<file path="src/rtl/et_pkg.sv">
`default_nettype none
package et_pkg;

	localparam int QueueDepth = 4;
	localparam int WordMax    = 5;

	localparam logic [2:0] KIND_NUMBER  = 3'd0;
	localparam logic [2:0] KIND_OPEN    = 3'd1;
	localparam logic [2:0] KIND_CLOSE   = 3'd2;
	localparam logic [2:0] KIND_OPER    = 3'd3;
	localparam logic [2:0] KIND_BOOL    = 3'd4;
	localparam logic [2:0] KIND_END     = 3'd5;
	localparam logic [2:0] KIND_BADWORD = 3'd6;
	localparam logic [2:0] KIND_BADSYM  = 3'd7;

	typedef struct packed {
		logic [7:0] char_code;
		logic       end_of_text;
	} in_item_t;

	typedef struct packed {
		logic [2:0] token_kind;
		logic [7:0] text_char;
		logic       token_last;
		logic       run_last;
	} out_item_t;

	// First part of a command: nothing, one result, or a whole boolean word.
	typedef enum logic [1:0] {
		PART_NONE,
		PART_SINGLE,
		PART_TRUE,
		PART_FALSE
	} part_t;

	// Work for the back end caused by one input item.
	typedef struct packed {
		part_t      part;
		logic [2:0] a_kind;
		logic [7:0] a_char;
		logic       a_last;
		logic       b_valid;
		logic [2:0] b_kind;
		logic [7:0] b_char;
	} cmd_t;

	function automatic logic [7:0] true_char(input logic [2:0] idx);
		logic [7:0] ch;
		case (idx)
			3'd0: ch = 8'h74;
			3'd1: ch = 8'h72;
			3'd2: ch = 8'h75;
			3'd3: ch = 8'h65;
			default: ch = 8'h00;
		endcase
		return ch;
	endfunction

	function automatic logic [7:0] false_char(input logic [2:0] idx);
		logic [7:0] ch;
		case (idx)
			3'd0: ch = 8'h66;
			3'd1: ch = 8'h61;
			3'd2: ch = 8'h6c;
			3'd3: ch = 8'h73;
			3'd4: ch = 8'h65;
			default: ch = 8'h00;
		endcase
		return ch;
	endfunction

endpackage
`default_nettype wire

</file>
<file path="src/rtl/et_front.sv">
`default_nettype none
module et_front (
	input  wire logic             clk,
	input  wire logic             arst_n,
	input  wire logic             accept,
	input  wire et_pkg::in_item_t item,
	output et_pkg::cmd_t          cmd,
	output logic                  cmd_push
);

	typedef enum logic [2:0] {
		MODE_IDLE,
		MODE_NUMBER,
		MODE_OPER,
		MODE_SIGN,
		MODE_WORD,
		MODE_DISCARD
	} mode_t;

	mode_t      mode_q, mode_d, st_mode;
	logic [7:0] held_q, held_d;
	logic [2:0] cnt_q, cnt_d;
	logic       long_q, long_d;
	logic [7:0] buf_q [et_pkg::WordMax];
	logic       buf_we;
	logic [2:0] buf_idx;

	logic [7:0] c;
	logic       is_space, is_digit, is_sign, is_op, is_letter, is_num;
	logic       st_emit, st_held, st_word;
	logic [2:0] st_kind;
	logic       use_start;
	logic       word_true, word_false;

	assign c = item.char_code;

	always_comb begin
		is_space  = (c == 8'h20) || (c >= 8'h09 && c <= 8'h0d);
		is_digit  = (c >= 8'h30) && (c <= 8'h39);
		is_sign   = (c == 8'h2b) || (c == 8'h2d);
		is_op     = is_sign || (c == 8'h2a) || (c == 8'h2f) || (c == 8'h5e) ||
			(c == 8'h3c) || (c == 8'h3e) || (c == 8'h3d) || (c == 8'h21) ||
			(c == 8'h26) || (c == 8'h7c);
		is_letter = (c >= 8'h61 && c <= 8'h7a) || (c >= 8'h41 && c <= 8'h5a);
		is_num    = is_digit || is_sign || (c == 8'h2e);
	end

	// Word match against the two boolean spellings.
	always_comb begin
		word_true  = !long_q && (cnt_q == 3'd4);
		word_false = !long_q && (cnt_q == 3'd5);
		for (int i = 0; i < 4; i++) begin
			if (buf_q[i] != et_pkg::true_char(3'(i))) word_true = 1'b0;
		end
		for (int i = 0; i < 5; i++) begin
			if (buf_q[i] != et_pkg::false_char(3'(i))) word_false = 1'b0;
		end
	end

	// Classify a character that opens a new token.
	always_comb begin
		st_mode = MODE_IDLE;
		st_emit = 1'b0;
		st_kind = et_pkg::KIND_BADSYM;
		st_held = 1'b0;
		st_word = 1'b0;
		if (is_space) begin
			st_mode = MODE_IDLE;
		end else if (is_digit) begin
			st_mode = MODE_NUMBER;
			st_held = 1'b1;
		end else if (is_sign) begin
			st_mode = MODE_SIGN;
			st_held = 1'b1;
		end else if (c == 8'h28) begin
			st_emit = 1'b1;
			st_kind = et_pkg::KIND_OPEN;
		end else if (c == 8'h29) begin
			st_emit = 1'b1;
			st_kind = et_pkg::KIND_CLOSE;
		end else if (is_op) begin
			st_mode = MODE_OPER;
			st_held = 1'b1;
		end else if (is_letter) begin
			st_mode = MODE_WORD;
			st_word = 1'b1;
		end else begin
			st_emit = 1'b1;
			st_mode = MODE_DISCARD;
		end
	end

	always_comb begin
		cmd       = '0;
		cmd.part  = et_pkg::PART_NONE;
		mode_d    = mode_q;
		held_d    = held_q;
		cnt_d     = cnt_q;
		long_d    = long_q;
		buf_we    = 1'b0;
		buf_idx   = cnt_q;
		use_start = 1'b0;
		if (item.end_of_text) begin
			cmd.b_valid = 1'b1;
			cmd.b_kind  = et_pkg::KIND_END;
			case (mode_q)
				MODE_NUMBER: begin
					cmd.part   = et_pkg::PART_SINGLE;
					cmd.a_kind = et_pkg::KIND_NUMBER;
					cmd.a_char = held_q;
					cmd.a_last = 1'b1;
				end
				MODE_OPER, MODE_SIGN: begin
					cmd.part   = et_pkg::PART_SINGLE;
					cmd.a_kind = et_pkg::KIND_OPER;
					cmd.a_char = held_q;
					cmd.a_last = 1'b1;
				end
				MODE_WORD: begin
					if (word_true) begin
						cmd.part = et_pkg::PART_TRUE;
					end else if (word_false) begin
						cmd.part = et_pkg::PART_FALSE;
					end else begin
						cmd.part    = et_pkg::PART_SINGLE;
						cmd.a_kind  = et_pkg::KIND_BADWORD;
						cmd.a_last  = 1'b1;
						cmd.b_valid = 1'b0;
					end
				end
				MODE_DISCARD: cmd.b_valid = 1'b0;
				default: cmd.b_valid = 1'b1;
			endcase
			mode_d = MODE_IDLE;
			cnt_d  = 3'd0;
			long_d = 1'b0;
		end else begin
			case (mode_q)
				MODE_NUMBER: begin
					cmd.part   = et_pkg::PART_SINGLE;
					cmd.a_kind = et_pkg::KIND_NUMBER;
					cmd.a_char = held_q;
					cmd.a_last = !is_num;
					if (is_num) held_d = c;
					else use_start = 1'b1;
				end
				MODE_OPER: begin
					cmd.part   = et_pkg::PART_SINGLE;
					cmd.a_kind = et_pkg::KIND_OPER;
					cmd.a_char = held_q;
					cmd.a_last = !is_op;
					if (is_op) held_d = c;
					else use_start = 1'b1;
				end
				MODE_SIGN: begin
					cmd.part   = et_pkg::PART_SINGLE;
					cmd.a_char = held_q;
					if (is_digit) begin
						cmd.a_kind = et_pkg::KIND_NUMBER;
						held_d     = c;
						mode_d     = MODE_NUMBER;
					end else if (is_op) begin
						cmd.a_kind = et_pkg::KIND_OPER;
						held_d     = c;
						mode_d     = MODE_OPER;
					end else begin
						cmd.a_kind = et_pkg::KIND_OPER;
						cmd.a_last = 1'b1;
						use_start  = 1'b1;
					end
				end
				MODE_WORD: begin
					if (is_letter) begin
						if (cnt_q < 3'(et_pkg::WordMax)) begin
							buf_we = 1'b1;
							cnt_d  = cnt_q + 3'd1;
						end else begin
							long_d = 1'b1;
						end
					end else if (word_true) begin
						cmd.part  = et_pkg::PART_TRUE;
						use_start = 1'b1;
					end else if (word_false) begin
						cmd.part  = et_pkg::PART_FALSE;
						use_start = 1'b1;
					end else begin
						cmd.part   = et_pkg::PART_SINGLE;
						cmd.a_kind = et_pkg::KIND_BADWORD;
						cmd.a_last = 1'b1;
						mode_d     = MODE_DISCARD;
					end
				end
				MODE_DISCARD: mode_d = MODE_DISCARD;
				default: use_start = 1'b1;
			endcase
			if (use_start) begin
				mode_d      = st_mode;
				cmd.b_valid = st_emit;
				cmd.b_kind  = st_kind;
				cmd.b_char  = c;
				if (st_held) held_d = c;
				if (st_word) begin
					buf_we  = 1'b1;
					buf_idx = 3'd0;
					cnt_d   = 3'd1;
					long_d  = 1'b0;
				end
			end
		end
	end

	assign cmd_push = accept && ((cmd.part != et_pkg::PART_NONE) || cmd.b_valid);

	always_ff @(posedge clk or negedge arst_n) begin
		if (!arst_n) begin
			mode_q <= MODE_IDLE;
			held_q <= 8'd0;
			cnt_q  <= 3'd0;
			long_q <= 1'b0;
		end else if (accept) begin
			mode_q <= mode_d;
			held_q <= held_d;
			cnt_q  <= cnt_d;
			long_q <= long_d;
		end
	end

	always_ff @(posedge clk) begin
		if (accept && buf_we) buf_q[buf_idx] <= c;
	end

endmodule
`default_nettype wire

</file>
<file path="src/rtl/et_queue.sv">
`default_nettype none
module et_queue (
	input  wire logic         clk,
	input  wire logic         arst_n,
	input  wire logic         push,
	input  wire et_pkg::cmd_t push_cmd,
	input  wire logic         pop,
	output logic              full,
	output logic              head_valid,
	output et_pkg::cmd_t      head_cmd
);

	localparam int PtrW = $clog2(et_pkg::QueueDepth);

	et_pkg::cmd_t  mem [et_pkg::QueueDepth];
	logic [PtrW-1:0] wr_q, rd_q;
	logic [PtrW:0]   cnt_q;

	assign full       = (cnt_q == (PtrW+1)'(et_pkg::QueueDepth));
	assign head_valid = (cnt_q != '0);
	assign head_cmd   = mem[rd_q];

	always_ff @(posedge clk) begin
		if (push) mem[wr_q] <= push_cmd;
	end

	always_ff @(posedge clk or negedge arst_n) begin
		if (!arst_n) begin
			wr_q  <= '0;
			rd_q  <= '0;
			cnt_q <= '0;
		end else begin
			if (push) wr_q <= wr_q + 1'b1;
			if (pop) rd_q <= rd_q + 1'b1;
			case ({push, pop})
				2'b10: cnt_q <= cnt_q + 1'b1;
				2'b01: cnt_q <= cnt_q - 1'b1;
				default: cnt_q <= cnt_q;
			endcase
		end
	end

endmodule
`default_nettype wire

</file>
<file path="src/rtl/et_back.sv">
`default_nettype none
module et_back (
	input  wire logic              clk,
	input  wire logic              arst_n,
	input  wire logic              cmd_valid,
	input  wire et_pkg::cmd_t      cmd,
	output logic                   cmd_pop,
	output logic                   tok_valid,
	input  wire logic              tok_stall,
	output et_pkg::out_item_t      tok_item
);

	logic [2:0]        idx_q;
	logic [2:0]        a_len, total, last_idx;
	logic              load, at_end;
	et_pkg::out_item_t res;
	logic              valid_q;
	et_pkg::out_item_t item_q;

	always_comb begin
		case (cmd.part)
			et_pkg::PART_SINGLE: a_len = 3'd1;
			et_pkg::PART_TRUE:   a_len = 3'd4;
			et_pkg::PART_FALSE:  a_len = 3'd5;
			default:             a_len = 3'd0;
		endcase
		total    = a_len + {2'b00, cmd.b_valid};
		last_idx = total - 3'd1;
		at_end   = (idx_q == last_idx);
	end

	// Pick the result at the current index of the head command.
	always_comb begin
		res.run_last = at_end;
		if (idx_q < a_len) begin
			if (cmd.part == et_pkg::PART_SINGLE) begin
				res.token_kind = cmd.a_kind;
				res.text_char  = cmd.a_char;
				res.token_last = cmd.a_last;
			end else begin
				res.token_kind = et_pkg::KIND_BOOL;
				res.text_char  = (cmd.part == et_pkg::PART_TRUE) ?
					et_pkg::true_char(idx_q) : et_pkg::false_char(idx_q);
				res.token_last = (idx_q == a_len - 3'd1);
			end
		end else begin
			res.token_kind = cmd.b_kind;
			res.text_char  = cmd.b_char;
			res.token_last = 1'b1;
		end
	end

	assign load    = cmd_valid && (!valid_q || !tok_stall);
	assign cmd_pop = load && at_end;

	always_ff @(posedge clk or negedge arst_n) begin
		if (!arst_n) begin
			idx_q   <= 3'd0;
			valid_q <= 1'b0;
		end else begin
			if (load) begin
				idx_q   <= at_end ? 3'd0 : idx_q + 3'd1;
				valid_q <= 1'b1;
			end else if (!tok_stall) begin
				valid_q <= 1'b0;
			end
		end
	end

	always_ff @(posedge clk) begin
		if (load) item_q <= res;
	end

	assign tok_valid = valid_q;
	assign tok_item  = item_q;

endmodule
`default_nettype wire

</file>
<file path="src/rtl/expression_tokenizer.sv">
// Channel   Direction  Handshake              Payload
// char      in         char_valid/char_stall  et_pkg::in_item_t  (char_code, end_of_text)
// tok       out        tok_valid/tok_stall    et_pkg::out_item_t (kind, char, last marks)
//
// One character item is taken per cycle while the command queue has room.
// Each item yields 0 to 6 results; the back end sends one result per cycle
// while the output is not stalled.
// A four-entry command queue lets the front keep taking items while the back end
// drains a longer burst such as a boolean word, and output stalls back up only
// once it fills.
// arst_n clears lexer mode, queue pointers and the output valid at once.
`default_nettype none
module expression_tokenizer (
	input  wire logic              clk,
	input  wire logic              arst_n,
	input  wire logic              char_valid,
	output logic                   char_stall,
	input  wire et_pkg::in_item_t  char_item,
	output logic                   tok_valid,
	input  wire logic              tok_stall,
	output et_pkg::out_item_t      tok_item
);

	logic         accept;
	et_pkg::cmd_t front_cmd;
	logic         front_push;
	logic         q_full;
	logic         q_valid;
	et_pkg::cmd_t q_cmd;
	logic         q_pop;

	// Stall the input only when the queue cannot take another command.
	assign char_stall = q_full;
	assign accept     = char_valid && !q_full;

	// Front end: classify each item and advance the lexer state.
	et_front u_front (
		.clk      (clk),
		.arst_n   (arst_n),
		.accept   (accept),
		.item     (char_item),
		.cmd      (front_cmd),
		.cmd_push (front_push)
	);

	// Hold commands between the two halves.
	et_queue u_queue (
		.clk        (clk),
		.arst_n     (arst_n),
		.push       (front_push),
		.push_cmd   (front_cmd),
		.pop        (q_pop),
		.full       (q_full),
		.head_valid (q_valid),
		.head_cmd   (q_cmd)
	);

	// Back end: expand each command into result items, one per cycle while the output is not stalled.
	et_back u_back (
		.clk       (clk),
		.arst_n    (arst_n),
		.cmd_valid (q_valid),
		.cmd       (q_cmd),
		.cmd_pop   (q_pop),
		.tok_valid (tok_valid),
		.tok_stall (tok_stall),
		.tok_item  (tok_item)
	);

endmodule
`default_nettype wire

</file>
<file path="config.mk">
export PLATFORM = sky130hd
export DESIGN_NAME = expression_tokenizer
export DESIGN_NICKNAME = d
export VERILOG_FILES = /design/src/rtl/et_pkg.sv /design/src/rtl/et_front.sv /design/src/rtl/et_queue.sv /design/src/rtl/et_back.sv /design/src/rtl/expression_tokenizer.sv
export SDC_FILE = /design/constraint.sdc
export NUM_CORES = 1
export LEC_CHECK = 0
export ABC_AREA = 0
export BUFFER_PORTS_ARGS = -buffer_cell sky130_fd_sc_hd__buf_2
export CORE_UTILIZATION = 45
export DETAILED_ROUTE_END_ITERATION = 8
export PLACE_DENSITY = 0.6
export SETUP_SLACK_MARGIN = 0.05
export SLEW_MARGIN = 10
export SYNTH_ARGS = -nofsm -noshare
export SYNTH_HDL_FRONTEND = slang
export SYNTH_SLANG_ARGS = --single-unit
</file>
<file path="constraint.sdc">
create_clock -name clk -period 3.95 [get_ports clk]
set_clock_uncertainty 0.05 [all_clocks]
set_input_delay 0.1975 -clock clk [delete_from_list [all_inputs] [get_ports clk]]
set_output_delay 0.1975 -clock clk [all_outputs]
set_load 0.01 [all_outputs]
</file>
==> flow_summary.toml, run 1 <==
[worst_hold_path]
hp-class = "input pin to flip-flop"
hold_end = "u_front.buf_q[0][7]"
hold_start = "char_item[8]"
hold_depth = 1

[yosys]
async_flop_share_pct = 14.2
syn_avg_cell_area_um2 = 15.0
syn_nets = 581
ys_seq_elements = 183
synth-edff-count = 157
netlist_area_mm2 = 0.00820
yosysSeqAreaShare_pct = 65.5
yosys_warnings = 0
synthCells = 548
netlist-cell-type-count = 69
ys.flop_type = "edfxtp_1"

[drt]
wl_per_cell_um = 20.1
drc = 0
drt-initial-drc-count = 338
routed-via-count = 4737
drtAntennaViolNets = 0
wl_mm = 16.5
vias_per_cell = 5.76
first_pass_iters = 5

[finish]
syn2layout_area_growth_pct = 12.9
nets = 617
fin_area_mm2 = 0.00926
num-fill-cells = 1463
layout_common_cells = "edfxtp_1 (157), nand2_1 (35), nor2_1 (28)"
diodes = 0
drive_gt1_share_pct = 20.4
final_common_cell = "edfxtp_1"

[place]
numPortBuffers = 27
dp_hpwl_mm = 11.2
placed_cell_area_mm2 = 0.00861
place_congestion = 0.908

[power]
power.density_mw_per_mm2 = 768
total_leakage_power_nw = 3.30
ir_drop_v = 0.000351
finalPower_w = 0.00711

[global_routing]
overflow = 0
antenna_found_initial = 0
track_usage_pct = 19.4
grt_max_degree = 27
grt_pass1_vias = 4831
grt_pass1_wl_mm = 26.6

[timing]
fin_hold_ws_ns = 0.103
final_max_slew_viol_count = 0
finalHoldViolations = 0
max-slew-margin-rel_pct = 56.1
setup_violations = 0
min_period_ns = 3.43
rsz0062_at_grt = "false"
timing.final.crit_share_pct = 86.8
setup_tns_ns = 0
fmax_ghz = 0.292
tightestPinTransition_ns = 0.659

[die]
core_mm2 = 0.0175
pin_count = 28
die_height_um = 137
num_rows = 48
die_width_um = 137
start_util_pct = 46.7
die_area_mm2 = 0.0188

[clock_tree]
clk_pin_slew_ns = 0.07
cts_buffers = 17
htreeDepth = 4
cts_root_buf = "clkbuf_16"
clock-sinks = 183
clockBufferDepth = 2
clkLatencyLatePin_ns = 0.44
cts_resized = 0
post-cts-setup-buffers = 0
cts_tree = "done"

[worst_setup_path]
crit_path_max_fanout = 5
worstPathRequired_ns = 4.26
r2r_slack_ns = 0.52
end_kind = "flip-flop"
path_class = "flip-flop to flip-flop"
reg2reg_to = "u_queue.cnt_q[2]"
reg2reg_depth = 13
crit_arrival_ns = 3.74
critPathLaunchType = "flip-flop"
r2r_start = "u_queue.rd_q[0]"

[run]
maxCapViolations = 0

[status]
status = "finished, final reports clean"
[registers in the layout, summed over array words and instances (netlist names), 3 cells and up]
register / flops
u_back.tok_item: 13
u_front.cnt_q: 3
u_front.buf_q: 40
u_back.idx_q: 3
u_front.mode_q: 3
u_front.held_q: 8
u_queue.cnt_q: 3
u_queue.mem: 104
[stage by stage]
step	util (%)	instances	worst slack [ns]
after floorplan	-	548	0.132
after global placement	49.1	788	0.590
after detailed placement	49.1	788	0.532
after CTS	52.8	822	0.516
after global routing	52.8	822	0.295
final	52.8	822	0.522
[routing by layer]
layer | vias to the layer above | part of all wire [%] | track usage (%) | routed length (µm)
li1 | 2197 | - | - | -
met1 | 2405 | 46 | 26.7 | 7560
met2 | 117 | 49 | 30.6 | 8020
met3 | 18 | 4.2 | 3.59 | 685
met4 | 0 | 1.4 | 7.57 | 225
met5 | - | 0 | 0 | 0
[area by class of cell]
| cell class | instances | area (µm²) | area share (%) |
|---|---|---|---|
| clock inverter | 15 | 199 | 2.15 |
| multi-input combinational | 316 | 2620 | 28.3 |
| tap | 225 | 282 | 3.04 |
| inverter | 23 | 86.3 | 0.933 |
| timing repair buffer | 43 | 273 | 2.95 |
| sequential | 183 | 5370 | 58.0 |
| clock buffer | 17 | 425 | 4.60 |
[logic make-up after synthesis]
| group | after synthesis | synth area share, % |
|---|---|---|
| compound gates | 95 | 8.28 |
| xor+xnor | 12 | 1.28 |
| fa+ha+maj | 21 | 3.27 |
| buf+inv | 49 | 2.52 |
| flops | 183 | 65.5 |
| mux | 35 | 8.41 |
| simple gates | 153 | 10.8 |
[cell usage after synthesis (4+ instances only)]
cell / count / share of area, %
xor2_1: 6 / 0.64
buf_2: 6 / 0.37
clkbuf_1: 14 / 0.64
nor2b_1: 7 / 0.53
a22o_1: 4 / 0.43
nor3_1: 16 / 0.98
dfrtp_1: 26 / 7.9
inv_1: 23 / 1.1
edfxtp_1: 157 / 58
nor4b_1: 5 / 0.53
o31ai_1: 4 / 0.37
nand2_1: 35 / 1.6
mux4_2: 26 / 7.1
and3_1: 7 / 0.53
nand3_1: 7 / 0.43
a21o_1: 4 / 0.37
o21ai_0: 26 / 1.6
mux2_2: 7 / 0.96
xnor2_1: 6 / 0.64
nor4bb_1: 5 / 0.61
ha_1: 19 / 2.9
a21oi_1: 26 / 1.6
and2_1: 14 / 1.1
nor2_1: 28 / 1.3
[worst max path at each step]
stage | cells after the start | start | slack, ns | to
after floorplan | 16 | u_queue.rd_q[0] | 0.13 | u_queue.cnt_q[2]
after global placement | 14 | char_item[2] | 0.59 | u_queue.cnt_q[2]
after detailed placement | 13 | u_queue.rd_q[0] | 0.53 | u_queue.cnt_q[2]
after CTS | 13 | u_queue.rd_q[0] | 0.52 | u_queue.cnt_q[2]
after global routing | 14 | u_queue.rd_q[0] | 0.29 | u_queue.cnt_q[2]
final | 13 | u_queue.rd_q[0] | 0.52 | u_queue.cnt_q[2]
[worst max-delay path, stage by stage (launching register included)]
cell and delay, ns:
dfrtp_2 0.42, mux4_2 0.59, ha_1 0.24, nor2_1 0.18, xnor2_1 0.17, and3_1 0.19, o21ai_0 0.11, nor2_1 0.30
ha_1 0.25, inv_1 0.07, fa_1 0.42, xor2_1 0.15, nor2_1 0.11, xnor2_1 0.12
[power breakdown]
group	switching, W	internal [W]	leakage [nW]	total (W)
logic	0.00142	0.000993	1.23	0.00242
clock network	0.000717	0.00106	0.294	0.00178
registers	0.000203	0.00272	1.78	0.00292
total	0.00234	0.00477	3.30	0.00711
[repair_timing]
action,4_1_cts,5_1_grt
setup endpoints to repair,0,0
hold buffers,2,0
endpoints found under the hold margin,27,0
No activity file was read; power rests on OpenSTA's default activity.
==> inputs of run 2 (changes only) <==
--- a/config.mk
+++ b/config.mk
@@ -5,7 +5,6 @@
 export SDC_FILE = /design/constraint.sdc
 export NUM_CORES = 1
 export LEC_CHECK = 0
-export ABC_AREA = 0
 export BUFFER_PORTS_ARGS = -buffer_cell sky130_fd_sc_hd__buf_2
 export CORE_UTILIZATION = 45
 export DETAILED_ROUTE_END_ITERATION = 8
@@ -14,4 +13,5 @@
 export SLEW_MARGIN = 10
 export SYNTH_ARGS = -nofsm -noshare
 export SYNTH_HDL_FRONTEND = slang
+export SYNTH_HIERARCHICAL = 1
 export SYNTH_SLANG_ARGS = --single-unit
==> run 2 against run 1 <==
  * Via count shrank 2.6%
  * Power shrank 2.0%
  * Critical endpoint is now u_queue/cnt_q[1]
  * Non-clock buffer count is 3 higher
  * Sequential power shrank 2%
  * Register-to-register slack lost 0.22 ns
  * Synthesized cell count decreased by 2.2%
==> flow_summary.toml, run 2 <==
[worst_setup_path]
path_common_cell = "ha_1"
cp_slowest_cell = "mux4_1"
reg2reg_depth = 11
cpPeakStageDelay_ns = 0.65
worstPathRequired_ns = 4.22
crit_path_max_fanout = 4
crit_arrival_ns = 3.92
crit_chain = "mux4_1, ha_1, nor2_1, ha_1, xor2_2, xnor2_1, nor4_2, buf_4, ha_1, fa_1, mux2_2"
r2r_slack_ns = 0.30
end_kind = "flip-flop"
crit_family = "adder cells"
critPathLaunchType = "flip-flop"
reg2reg_to = "u_queue/cnt_q[1]"
path_class = "flip-flop to flip-flop"
r2r_start = "u_queue/rd_q[0]"
critical_path_buf_inv_count = 1

[yosys]
synth-edff-count = 157
netlist_top_cells_count = "edfxtp_1 (157), nand2_1 (37), nor2_1 (29)"
synth_most_common_cell = "edfxtp_1"
syn_avg_cell_area_um2 = 15.4
synthCells = 536
synthXorXnorAreaFrac_pct = 1.58
syn_nets = 570
yosys.area.top_type = "edfxtp_1"
netlist-cell-type-count = 75
synth_mux_area_share_pct = 8.99
synth_adder_area_share_pct = 3.28
ys.flop_type = "edfxtp_1"
synth_simple_gate_area_share_pct = 10.4
yosys_warnings = 6
netlist_area_mm2 = 0.00825
synth_top_family_by_area = "simple AND/OR/NAND/NOR gates"
ys_top_cells_by_area = "edfxtp_1 (57%), dfrtp_1 (7.9%), mux4_2 (4.9%)"
synth_compound_area_share_pct = 7.69
yosys.area.top_type_share_pct = 57.2
ys_seq_elements = 183
yosysSeqAreaShare_pct = 65.0
async_flop_share_pct = 14.2

[die]
die_height_um = 137
die_width_um = 137
pin_count = 28
die_area_mm2 = 0.0189
start_util_pct = 45.9
core_mm2 = 0.0180
num_rows = 49

[place]
placed_cell_area_mm2 = 0.00863
post-place-ws_ns = 0.275
place_congestion = 0.858
dp_hpwl_mm = 10.5
numPortBuffers = 27

[clock_tree]
post-cts-setup-buffers = 0
clk_pin_slew_ns = 0.06
cts_buffers = 17
cts_tree = "done"
htreeDepth = 4
cts_root_buf = "clkbuf_16"
clock-sinks = 183
clkLatencyLatePin_ns = 0.43
clockBufferDepth = 2

[finish]
drive_gt1_share_pct = 20.2
final_common_cell = "edfxtp_1"
syn2layout_area_growth_pct = 12.6
nets = 611
largest-register = "u_queue/mem"
diodes = 0
fin_area_mm2 = 0.00929
layout_common_cells = "edfxtp_1 (157), nand2_1 (37), nor2_1 (29)"
largest_reg_flops = 104

[drt]
vias_per_cell = 5.63
wl_per_cell_um = 19.2
drt-initial-drc-count = 525
routed-via-count = 4614
drtAntennaViolNets = 0
first_pass_iters = 5
drc = 0
wl_mm = 15.7

[worst_hold_path]
hold_start = "char_item[8]"
hp-class = "input pin to flip-flop"
hold_depth = 1
hold_end = "u_front/buf_q[0][7]"

[power]
total_leakage_power_nw = 3.37
finalPower_w = 0.00697
ir_drop_v = 0.000539
power.density_mw_per_mm2 = 750

[timing]
final_max_slew_viol_count = 0
min_period_ns = 3.65
rsz0062_at_grt = "false"
setup_violations = 0
setup_tns_ns = 0
fin_hold_ws_ns = 0.0841
fmax_ghz = 0.274
timing.final.ws_setup_ns = 0.298
timing.final.crit_share_pct = 92.5
max-slew-margin-rel_pct = 56.9
finalHoldViolations = 0
tightestPinTransition_ns = 0.647

[run]
maxCapViolations = 0

[status]
status = "finished, final reports clean"

[global_routing]
grt_max_degree = 27
grt_pass1_vias = 4699
grt_pass1_wl_mm = 25.1
track_usage_pct = 18.2
antenna_found_initial = 0
overflow = 0
-- run 2: cells by family (layout without fill, tap and decap cells) --
family / Yosys count / count (layout)
adders and majority gates: 21 / 21
xor gates and xnor gates: 14 / 14
buffers and inverters: 44 / 98
AOI/OAI and AO/OA: 89 / 89
DFF: 183 / 183
and+or+nand+nor: 150 / 150
muxes: 35 / 35
-- run 2: layout make-up --
| cell class | instances | area, µm² |
|---|---|---|
| fill | 1455 | 8670 |
| clock buffer | 24 | 524 |
| sequential | 183 | 5370 |
| multi-input combinational | 309 | 2650 |
| tap | 229 | 287 |
| inverter | 20 | 75.1 |
| timing repair buffer | 46 | 283 |
| clock inverter | 8 | 105 |
-- run 2: report_power, final --
part	switching [W]	internal [W]	total, W
clock	0.000694	0.00106	0.00176
sequential	0.000192	0.00267	0.00286
combinational	0.00134	0.00102	0.00235
-- run 2: how the worst max path moves through the flow --
stage	startpoint	to	slack [ns]	cells past startpoint
floorplan	u_queue/rd_q[0]	u_queue/cnt_q[1]	0.14	13
global placement	u_front/cnt_q[0]	u_queue/cnt_q[2]	0.37	15
detailed placement	u_queue/rd_q[0]	u_queue/cnt_q[1]	0.27	11
CTS	u_queue/rd_q[0]	u_queue/cnt_q[1]	0.25	11
global route	u_front/cnt_q[0]	u_queue/cnt_q[2]	0.07	15
finish	u_queue/rd_q[0]	u_queue/cnt_q[1]	0.30	11
-- run 2: per-stage QoR --
stage	utilization, %	std cells
after floorplan	-	536
after global placement	48.1	785
after detailed placement	48.1	785
after CTS	51.7	819
after global routing	51.7	819
final	51.7	819
-- run 2: per-layer routing --
metal / vias up / wire (µm) / track usage (%)
met4: 0 / 287 / 5.80
met5: - / 0 / 0
met3: 27 / 581 / 3.97
met2: 127 / 7850 / 31.6
li1: 2161 / - / -
met1: 2299 / 7010 / 22.6
-- run 2: repair_timing --
action | in CTS | in global routing
setup endpoints to repair | 0 | 1
hold buffers | 2 | 0
hold endpoints to repair | 27 | 0
resized for setup | 0 | 2
